<file path="src/smpq_pkg.sv">
// Shared types, constants and command/status structs for the sorted priority queue.
`default_nettype none

package smpq_pkg;

  localparam int KEY_W            = 32;
  localparam int STATUS_W         = 2;
  localparam int OCC_W            = 5;
  localparam int DEFAULT_CAPACITY = 16;

  typedef enum logic [STATUS_W-1:0] {
    ST_OK    = 2'd0,
    ST_EMPTY = 2'd1,
    ST_FULL  = 2'd2
  } pq_status_t;

  typedef enum logic {
    OP_ENQ = 1'b0,
    OP_DEQ = 1'b1
  } pq_op_t;

  typedef enum logic [1:0] {
    RD_HEAD,
    RD_PREV,
    RD_PREV2
  } rd_sel_t;

  typedef enum logic [2:0] {
    S_IDLE,
    S_DISPATCH,
    S_SHIFT_CMP,
    S_PLACE,
    S_DEQ_WAIT,
    S_RESULT
  } pq_state_t;

  typedef struct packed {
    logic    in_ready;
    logic    res_init;
    logic    res_take;
    logic    rd_en;
    rd_sel_t rd_sel;
    logic    wr_en;
    logic    wr_key;
    logic    walk_dec;
    logic    count_inc;
    logic    count_dec;
    logic    head_inc;
    logic    out_load;
  } smpq_cmd_t;

  typedef struct packed {
    logic in_valid;
    logic is_deq;
    logic full;
    logic empty;
    logic walk_is_one;
    logic rd_less;
    logic out_free;
  } smpq_stat_t;

endpackage

`default_nettype wire

</file>
<file path="src/smpq_ifs.sv">
// Request and response channel interfaces of the sorted priority queue.
`default_nettype none

interface smpq_req_if
  import smpq_pkg::*;
();
  logic             valid;
  logic             ready;
  logic             opcode;
  logic [KEY_W-1:0] value;

  modport source (output valid, output opcode, output value, input ready);
  modport sink   (input valid, input opcode, input value, output ready);
endinterface

interface smpq_rsp_if
  import smpq_pkg::*;
();
  logic                valid;
  logic                ready;
  logic [KEY_W-1:0]    out_value;
  logic [STATUS_W-1:0] status;
  logic [OCC_W-1:0]    occupancy;

  modport source (output valid, output out_value, output status, output occupancy, input ready);
  modport sink   (input valid, input out_value, input status, input occupancy, output ready);
endinterface

`default_nettype wire

</file>
<file path="src/smpq_ram.sv">
// Generic simple dual-port RAM: one write port, one registered read port.
`default_nettype none

module smpq_ram #(
  parameter int WIDTH = 32,
  parameter int DEPTH = 16,
  parameter int AW    = (DEPTH > 1) ? $clog2(DEPTH) : 1
) (
  input  wire logic             clk,
  input  wire logic             wr_en,
  input  wire logic [AW-1:0]    wr_addr,
  input  wire logic [WIDTH-1:0] wr_data,
  input  wire logic             rd_en,
  input  wire logic [AW-1:0]    rd_addr,
  output logic      [WIDTH-1:0] rd_data
);

  logic [WIDTH-1:0] mem [DEPTH];

  always_ff @(posedge clk) begin
    if (wr_en) begin
      mem[wr_addr] <= wr_data;
    end
    if (rd_en) begin
      rd_data <= mem[rd_addr];
    end
  end

endmodule

`default_nettype wire

</file>
<file path="src/smpq_ctrl.sv">
// Control state machine of the sorted priority queue.
`default_nettype none

module smpq_ctrl
  import smpq_pkg::*;
(
  input  wire logic       clk,
  input  wire logic       rst,
  input  wire smpq_stat_t stat,
  output smpq_cmd_t       cmd
);

  pq_state_t state, state_next;

  always_ff @(posedge clk) begin
    if (rst) begin
      state <= S_IDLE;
    end else begin
      state <= state_next;
    end
  end

  always_comb begin
    state_next = state;
    cmd        = '0;
    cmd.rd_sel = RD_HEAD;
    unique case (state)
      S_IDLE: begin
        cmd.in_ready = 1'b1;
        if (stat.in_valid) begin
          state_next = S_DISPATCH;
        end
      end
      S_DISPATCH: begin
        cmd.res_init = 1'b1;
        if (stat.is_deq) begin
          if (stat.empty) begin
            state_next = S_RESULT;
          end else begin
            cmd.rd_en  = 1'b1;
            cmd.rd_sel = RD_HEAD;
            state_next = S_DEQ_WAIT;
          end
        end else if (stat.full) begin
          state_next = S_RESULT;
        end else if (stat.empty) begin
          cmd.wr_en     = 1'b1;
          cmd.wr_key    = 1'b1;
          cmd.count_inc = 1'b1;
          state_next    = S_RESULT;
        end else begin
          cmd.rd_en  = 1'b1;
          cmd.rd_sel = RD_PREV;
          state_next = S_SHIFT_CMP;
        end
      end
      S_SHIFT_CMP: begin
        cmd.wr_en = 1'b1;
        if (stat.rd_less) begin
          cmd.wr_key    = 1'b1;
          cmd.count_inc = 1'b1;
          state_next    = S_RESULT;
        end else begin
          // move the entry up one slot and step the walk down
          cmd.walk_dec = 1'b1;
          if (stat.walk_is_one) begin
            state_next = S_PLACE;
          end else begin
            cmd.rd_en  = 1'b1;
            cmd.rd_sel = RD_PREV2;
          end
        end
      end
      S_PLACE: begin
        cmd.wr_en     = 1'b1;
        cmd.wr_key    = 1'b1;
        cmd.count_inc = 1'b1;
        state_next    = S_RESULT;
      end
      S_DEQ_WAIT: begin
        cmd.res_take  = 1'b1;
        cmd.head_inc  = 1'b1;
        cmd.count_dec = 1'b1;
        state_next    = S_RESULT;
      end
      S_RESULT: begin
        if (stat.out_free) begin
          cmd.out_load = 1'b1;
          state_next   = S_IDLE;
        end
      end
      default: begin
        state_next = S_IDLE;
      end
    endcase
  end

endmodule

`default_nettype wire

</file>
<file path="src/smpq_datapath.sv">
// Datapath of the sorted priority queue: circular sorted store, counters and output register.
`default_nettype none

module smpq_datapath
  import smpq_pkg::*;
#(
  parameter int CAPACITY = DEFAULT_CAPACITY
) (
  input  wire logic     clk,
  input  wire logic     rst,
  smpq_req_if.sink      req,
  smpq_rsp_if.source    rsp,
  input  wire smpq_cmd_t cmd,
  output smpq_stat_t    stat
);

  localparam int IDX_W = (CAPACITY > 1) ? $clog2(CAPACITY) : 1;
  localparam int CNT_W = $clog2(CAPACITY + 1);
  localparam int SUM_W = CNT_W + 1;
  localparam logic [CNT_W-1:0] CAP_CNT  = CNT_W'(CAPACITY);
  localparam logic [SUM_W-1:0] CAP_SUM  = SUM_W'(CAPACITY);
  localparam logic [IDX_W-1:0] LAST_IDX = IDX_W'(CAPACITY - 1);

  logic             opcode;
  logic [KEY_W-1:0] key;
  logic [CNT_W-1:0] count;
  logic [CNT_W-1:0] walk;
  logic [IDX_W-1:0] head;

  logic [KEY_W-1:0]    res_value;
  pq_status_t          res_status;

  logic                out_valid;
  logic [KEY_W-1:0]    out_value;
  logic [STATUS_W-1:0] out_status;
  logic [OCC_W-1:0]    out_occ;

  logic             accept;
  logic [CNT_W-1:0] rd_logical;
  logic [IDX_W-1:0] rd_addr;
  logic [IDX_W-1:0] wr_addr;
  logic [KEY_W-1:0] wr_data;
  logic [KEY_W-1:0] rd_data;

  // Map a logical slot (0 = smallest) onto the circular store.
  function automatic logic [IDX_W-1:0] phys(input logic [IDX_W-1:0] hd,
                                            input logic [CNT_W-1:0] lg);
    logic [SUM_W-1:0] sum;
    begin
      sum = SUM_W'(hd) + SUM_W'(lg);
      if (sum >= CAP_SUM) begin
        sum = sum - CAP_SUM;
      end
      phys = sum[IDX_W-1:0];
    end
  endfunction

  assign accept = req.valid && req.ready;

  always_comb begin
    case (cmd.rd_sel)
      RD_PREV:  rd_logical = walk - CNT_W'(1);
      RD_PREV2: rd_logical = walk - CNT_W'(2);
      default:  rd_logical = '0;
    endcase
  end

  assign rd_addr = phys(head, rd_logical);
  assign wr_addr = phys(head, walk);
  assign wr_data = cmd.wr_key ? key : rd_data;

  smpq_ram #(
    .WIDTH (KEY_W),
    .DEPTH (CAPACITY),
    .AW    (IDX_W)
  ) u_store (
    .clk     (clk),
    .wr_en   (cmd.wr_en),
    .wr_addr (wr_addr),
    .wr_data (wr_data),
    .rd_en   (cmd.rd_en),
    .rd_addr (rd_addr),
    .rd_data (rd_data)
  );

  // Request capture and walk pointer.
  always_ff @(posedge clk) begin
    if (accept) begin
      opcode <= req.opcode;
      key    <= req.value;
    end
    if (accept) begin
      walk <= count;
    end else if (cmd.walk_dec) begin
      walk <= walk - CNT_W'(1);
    end
  end

  // Occupancy and head pointer.
  always_ff @(posedge clk) begin
    if (rst) begin
      count <= '0;
      head  <= '0;
    end else begin
      if (cmd.count_inc) begin
        count <= count + CNT_W'(1);
      end else if (cmd.count_dec) begin
        count <= count - CNT_W'(1);
      end
      if (cmd.head_inc) begin
        head <= (head == LAST_IDX) ? '0 : head + IDX_W'(1);
      end
    end
  end

  // Result held until the output register is free.
  always_ff @(posedge clk) begin
    if (cmd.res_init) begin
      res_value <= '0;
      if (opcode == OP_DEQ) begin
        res_status <= (count == '0) ? ST_EMPTY : ST_OK;
      end else begin
        res_status <= (count == CAP_CNT) ? ST_FULL : ST_OK;
      end
    end else if (cmd.res_take) begin
      res_value <= rd_data;
    end
  end

  always_ff @(posedge clk) begin
    if (rst) begin
      out_valid <= 1'b0;
    end else if (cmd.out_load) begin
      out_valid <= 1'b1;
    end else if (rsp.ready) begin
      out_valid <= 1'b0;
    end
  end

  always_ff @(posedge clk) begin
    if (cmd.out_load) begin
      out_value  <= res_value;
      out_status <= res_status;
      out_occ    <= OCC_W'(count);
    end
  end

  assign req.ready     = cmd.in_ready;
  assign rsp.valid     = out_valid;
  assign rsp.out_value = out_value;
  assign rsp.status    = out_status;
  assign rsp.occupancy = out_occ;

  assign stat.in_valid    = req.valid;
  assign stat.is_deq      = (opcode == OP_DEQ);
  assign stat.full        = (count == CAP_CNT);
  assign stat.empty       = (count == '0);
  assign stat.walk_is_one = (walk == CNT_W'(1));
  assign stat.rd_less     = $signed(rd_data) < $signed(key);
  assign stat.out_free    = !out_valid || rsp.ready;

`ifndef SYNTHESIS
  a_count_bound: assert property (@(posedge clk) disable iff (rst) count <= CAP_CNT)
    else $error("occupancy beyond capacity");
  a_head_bound: assert property (@(posedge clk) disable iff (rst) head <= LAST_IDX)
    else $error("head pointer out of range");
  a_inc_step: assert property (@(posedge clk) disable iff (rst)
    cmd.count_inc |=> count == $past(count) + CNT_W'(1))
    else $error("occupancy did not advance by one on insert");
  a_no_inc_full: assert property (@(posedge clk) disable iff (rst)
    cmd.count_inc |-> count != CAP_CNT)
    else $error("insert into a full store");
  a_no_dec_empty: assert property (@(posedge clk) disable iff (rst)
    cmd.count_dec |-> count != '0)
    else $error("removal from an empty store");
`endif

endmodule

`default_nettype wire

</file>
<file path="src/sorted_min_priority_queue.sv">
// Sorted minimum-priority queue: top level joining controller and datapath.
`default_nettype none

// Bounded min-priority queue of signed 32-bit keys, held in ascending order in a
// CAPACITY-entry circular RAM. Each request beat is one enqueue (opcode 0) or one
// dequeue (opcode 1), and each gives exactly one response beat carrying the
// dequeued key (zero otherwise), a status (ok, dequeue on empty, enqueue on full
// dropped) and the occupancy after the request, modulo 32. A new key goes ahead
// of any equal keys already held. Requests are served one at a time: a dequeue
// reads the head slot through the RAM's registered read port; an enqueue walks
// down from the tail, reading one entry and writing it one slot up each cycle,
// until it meets a held key smaller than the new one or the bottom slot. An
// enqueue into an empty queue writes the key directly, and a rejected request
// goes straight to the result. The next request is taken as soon as the result
// is in the output register, even while the response beat still waits.
module sorted_min_priority_queue
  import smpq_pkg::*;
#(
  parameter int CAPACITY = DEFAULT_CAPACITY
) (
  input  wire logic  clk,
  input  wire logic  rst,
  smpq_req_if.sink   req,
  smpq_rsp_if.source rsp
);

  smpq_cmd_t  cmd;
  smpq_stat_t stat;

  // Sequencer: dispatch, tail walk for inserts, head read for removals.
  smpq_ctrl u_ctrl (
    .clk  (clk),
    .rst  (rst),
    .stat (stat),
    .cmd  (cmd)
  );

  // Store, pointers, occupancy and the output register.
  smpq_datapath #(
    .CAPACITY (CAPACITY)
  ) u_datapath (
    .clk  (clk),
    .rst  (rst),
    .req  (req),
    .rsp  (rsp),
    .cmd  (cmd),
    .stat (stat)
  );

endmodule

`default_nettype wire
</file>
<file path="src/flat_wrapper.sv">
// flat-port wrapper written by rule: the top's interface ports become plain ports
module sorted_min_priority_queue_flat import smpq_pkg::*;
#(
  parameter int CAPACITY = DEFAULT_CAPACITY
)
  (clk, rst, req_valid, req_opcode, req_value, req_ready, rsp_valid, rsp_out_value, rsp_status, rsp_occupancy, rsp_ready);
  smpq_req_if req_i ();
  smpq_rsp_if rsp_i ();
  input  wire logic clk;
  input  wire logic rst;
  input wire logic [$bits(req_i.valid)-1:0] req_valid;
  input wire logic [$bits(req_i.opcode)-1:0] req_opcode;
  input wire logic [$bits(req_i.value)-1:0] req_value;
  output wire logic [$bits(req_i.ready)-1:0] req_ready;
  output wire logic [$bits(rsp_i.valid)-1:0] rsp_valid;
  output wire logic [$bits(rsp_i.out_value)-1:0] rsp_out_value;
  output wire logic [$bits(rsp_i.status)-1:0] rsp_status;
  output wire logic [$bits(rsp_i.occupancy)-1:0] rsp_occupancy;
  input wire logic [$bits(rsp_i.ready)-1:0] rsp_ready;
  assign req_i.valid = req_valid;
  assign req_i.opcode = req_opcode;
  assign req_i.value = req_value;
  assign req_ready = req_i.ready;
  assign rsp_valid = rsp_i.valid;
  assign rsp_out_value = rsp_i.out_value;
  assign rsp_status = rsp_i.status;
  assign rsp_occupancy = rsp_i.occupancy;
  assign rsp_i.ready = rsp_ready;
  sorted_min_priority_queue #(.CAPACITY(CAPACITY)) u_core (.clk(clk), .rst(rst), .req(req_i), .rsp(rsp_i));
endmodule
</file>
<file path="config.mk">
export PLATFORM = sky130hd
export DESIGN_NAME = sorted_min_priority_queue_flat
export DESIGN_NICKNAME = d
export VERILOG_FILES = /design/src/smpq_pkg.sv /design/src/smpq_ifs.sv /design/src/smpq_ram.sv /design/src/smpq_ctrl.sv /design/src/smpq_datapath.sv /design/src/sorted_min_priority_queue.sv /design/src/flat_wrapper.sv
export SDC_FILE = /design/constraint.sdc
export NUM_CORES = 1
export LEC_CHECK = 0
export ABC_CLOCK_PERIOD_IN_PS = 6250
export BUFFER_PORTS_ARGS = -buffer_cell sky130_fd_sc_hd__buf_2
export CAP_MARGIN = 20
export CORE_AREA = 2 2 248 250
export CTS_BUF_LIST = sky130_fd_sc_hd__clkbuf_16
export DETAILED_ROUTE_END_ITERATION = 16
export DIE_AREA = 0 0 250 252
export GPL_TIMING_DRIVEN = 0
export HOLD_SLACK_MARGIN = 0.05
export PLACE_DENSITY_LB_ADDON = 0.05
export SLEW_MARGIN = 25
export SYNTH_ARGS = -nofsm -noshare
export SYNTH_HDL_FRONTEND = slang
export SYNTH_SLANG_ARGS = --single-unit
</file>
<file path="constraint.sdc">
create_clock -name clk -period 6.25 [get_ports clk]
set_input_delay 1.25 -clock clk [delete_from_list [all_inputs] [get_ports clk]]
set_output_delay 1.25 -clock clk [all_outputs]
set_load 0.02 [all_outputs]
</file>
==> flow_summary.json <==
{
  "total_leakage_power_nw": 10.4,
  "ys_types": 55,
  "use_met1_pct": 29.4,
  "setup_tns_ns": 0,
  "start_kind": "register",
  "path_clk_slew_ns": 0.06,
  "coreArea_um2": 60100,
  "synth_ff_type": "edfxtp_1",
  "syn_nets": 1402,
  "yosysWarnings": 0,
  "rows": 90,
  "grt_setup_unrepaired": "no",
  "clk_path_buf_depth": 3,
  "avgSynthCellArea_um2": 20.0,
  "clock_latency_ns": 0.62,
  "tightest_slew_ns": 0.859,
  "wl_per_cell_um": 27.6,
  "dpl_cell_area_um2": 28800,
  "design.die.area_um2": 63000,
  "grtUsageMet2_pct": 34.2,
  "grt_pass1_wl_mm": 94.2,
  "fin_crit_ns": 6.06,
  "hold_buffers": 0,
  "fin_nets": 1592,
  "first_pass_iters": 4,
  "critPathKind": "register to register",
  "root_buffer": "clkbuf_16",
  "post-place-ws_ns": -1.54,
  "cp.arrival_ns": 6.39,
  "hold-worst-slack_ns": 0.419,
  "netlist.top_cell.by_area": "edfxtp_1",
  "hpwl_mm": 42.2,
  "io_pins": 78,
  "total_power_w": 0.0136,
  "cts_buffers": 73,
  "synth_area_leaders": "edfxtp_1 (71%), mux4_2 (14%), dfxtp_1 (3.4%)",
  "synthDominantCellAreaShare_pct": 71.1,
  "ir_drop_mv": 0.202,
  "gr-total-overflow": 0,
  "grt_use_total_pct": 21.0,
  "clock_sinks": 668,
  "critPathMaxFanout": 10,
  "top_usage_layer": "met2",
  "post-route-cell-area_um2": 31100,
  "drt_iter0_drc": 1108,
  "async_reset_ff_share_pct": 0,
  "setup_ws_ns": 0.188,
  "grt_pass1_vias": 13600,
  "required_ns": 6.58,
  "antenna_found_initial": 0,
  "status": "finished clean",
  "post_drt_via_cell_ratio": 5.59,
  "ys_ff_latch": 668,
  "initial_core_util_pct": 43.8,
  "die_x_um": 250,
  "syn2layout_area_growth_pct": 18.1,
  "post-route-period-util_pct": 97.0,
  "fmax_mhz": 165,
  "drv_slew": 0,
  "io_buffers": 77,
  "hold_viol_final": 0,
  "synth_area_um2": 26300,
  "nFillCells": 4878,
  "routabilityCongestion": 0.751,
  "antenna_left": 0,
  "synth-edff-count": 623,
  "drt_wl_total_mm": 64.7,
  "grt_max_degree": 34,
  "num_antenna_cells": 0,
  "cellPowerDensity_nw_per_um2": 437,
  "fin_skew_ns": 0.0272,
  "drv_cap": 0,
  "met3_usage_pct": 4.26,
  "ys_seq_area_share_pct": 74.5,
  "endpoint_kind": "register",
  "cts_tree": "yes",
  "syn_inst": 1315,
  "drc_errors": 0,
  "drive_gt1_share_pct": 30.1,
  "layout_commonest_cell": "edfxtp_1",
  "hold_path_class": "register to register",
  "vias": 13100,
  "finalSetupViolCount": 0,
  "die_h_um": 252,
  "layout_common_cells": "edfxtp_1 (623), mux4_2 (160), nand2_1 (100), buf_2 (89), clkbuf_16 (75)",
  "htree_levels": 3,
  "slew_headroom_pct": 42.1
}
==> registers in the layout, summed over array words and instances (netlist names), 4 cells and up <==
| register | cells |
|---|---|
| u_core.u_datapath.count | 5 |
| u_core.u_datapath.head | 4 |
| u_core.u_datapath.key | 32 |
| u_core.u_datapath.res_value | 32 |
| u_core.u_datapath.rsp.occupancy | 5 |
| u_core.u_datapath.rsp.out_value | 32 |
| u_core.u_datapath.u_store.mem | 512 |
| u_core.u_datapath.u_store.rd_data | 32 |
| u_core.u_datapath.walk | 5 |
==> kinds of logic after synthesis <==
group | Yosys count | share of synthesized area (%)
flip-flops | 668 | 74.5
XOR/XNOR | 14 | 0.466
adder cells (fa/ha/maj) | 50 | 2.46
multiplexers | 193 | 15.5
AND/OR/NAND/NOR | 176 | 2.88
AO/OA/AOI/OAI | 114 | 2.63
buffers and inverters | 100 | 1.55
==> layout make-up <==
| cell class | count | area (µm²) | share of cell area [%] |
|---|---|---|---|
| Buffer | 53 | 304 | 0.978 |
| Clock buffer | 75 | 1880 | 6.04 |
| Clock inverter | 59 | 339 | 1.09 |
| Inverter | 47 | 179 | 0.576 |
| Multi-Input combinational cell | 547 | 6510 | 20.9 |
| Sequential cell | 668 | 19600 | 63.1 |
| Tap cell | 782 | 978 | 3.15 |
| Timing Repair Buffer | 115 | 1300 | 4.17 |
==> cells in the mapped netlist, drive strengths merged (8+ instances only) <==
master	count
inv	45
clkbuf	39
edfxtp	623
mux2	33
xnor2	8
ha	47
o21ai	19
nor2	40
a21oi	64
buf	14
dfxtp	45
mux4	160
nand2	101
==> routing by layer <==
layer	up-vias	share of wire (%)
met5	-	0
met2	373	49
met3	100	5.3
met1	6940	44
li1	5710	-
met4	0	2.0
==> worst paths after layout <==
kind	endpoint	slack, ns	startpoint	depth (start not counted)
worst max-delay path	u_core.u_datapath.u_store.rd_data[2]	0.19	u_core.u_datapath.u_store.rd_data[13]	17
worst min-delay path	u_core.u_datapath.rsp.status[1]	0.42	u_core.u_datapath.res_status[1]	0
worst max register to register	u_core.u_datapath.u_store.rd_data[2]	0.19	u_core.u_datapath.u_store.rd_data[13]	17
worst min register to register	u_core.u_datapath.rsp.status[1]	0.42	u_core.u_datapath.res_status[1]	0
==> report_power, final <==
part | internal (W) | total (W) | switching, W
Sequential | 0.00589 | 0.00614 | 0.000255
Combinational | 0.00135 | 0.00346 | 0.00210
Clock | 0.00226 | 0.00399 | 0.00174
Total | 0.00950 | 0.0136 | 0.00409
==> stage by stage <==
step,std cells,util (%)
3_3_place_gp,2174,46.0
2_1_floorplan,1315,-
5_1_grt,2346,51.7
3_5_place_dp,2210,47.8
4_1_cts,2344,51.7
6_report,2346,51.7
==> critical path: stages (launching register included) <==
cell and delay (ns):
edfxtp_1 0.46, ha_1 0.33, nand2_1 0.14, nor4_4 0.50, o311ai_1 0.29, a21oi_2 0.34, o211ai_2 0.31, a311oi_4 0.50
inv_1 0.09, ha_1 0.19, inv_1 0.12, o21ai_0 0.11, ha_1 0.23, fa_1 0.52, clkbuf_2 0.38, clkbuf_4 0.40
mux4_2 0.33, mux4_2 0.51
==> repair_timing <==
action,4_1_cts,5_1_grt
pin swaps,0,2
setup buffers,0,2
setup endpoints to repair,32,32
resized for setup,39,7
Power figures use the tool's default switching activity.
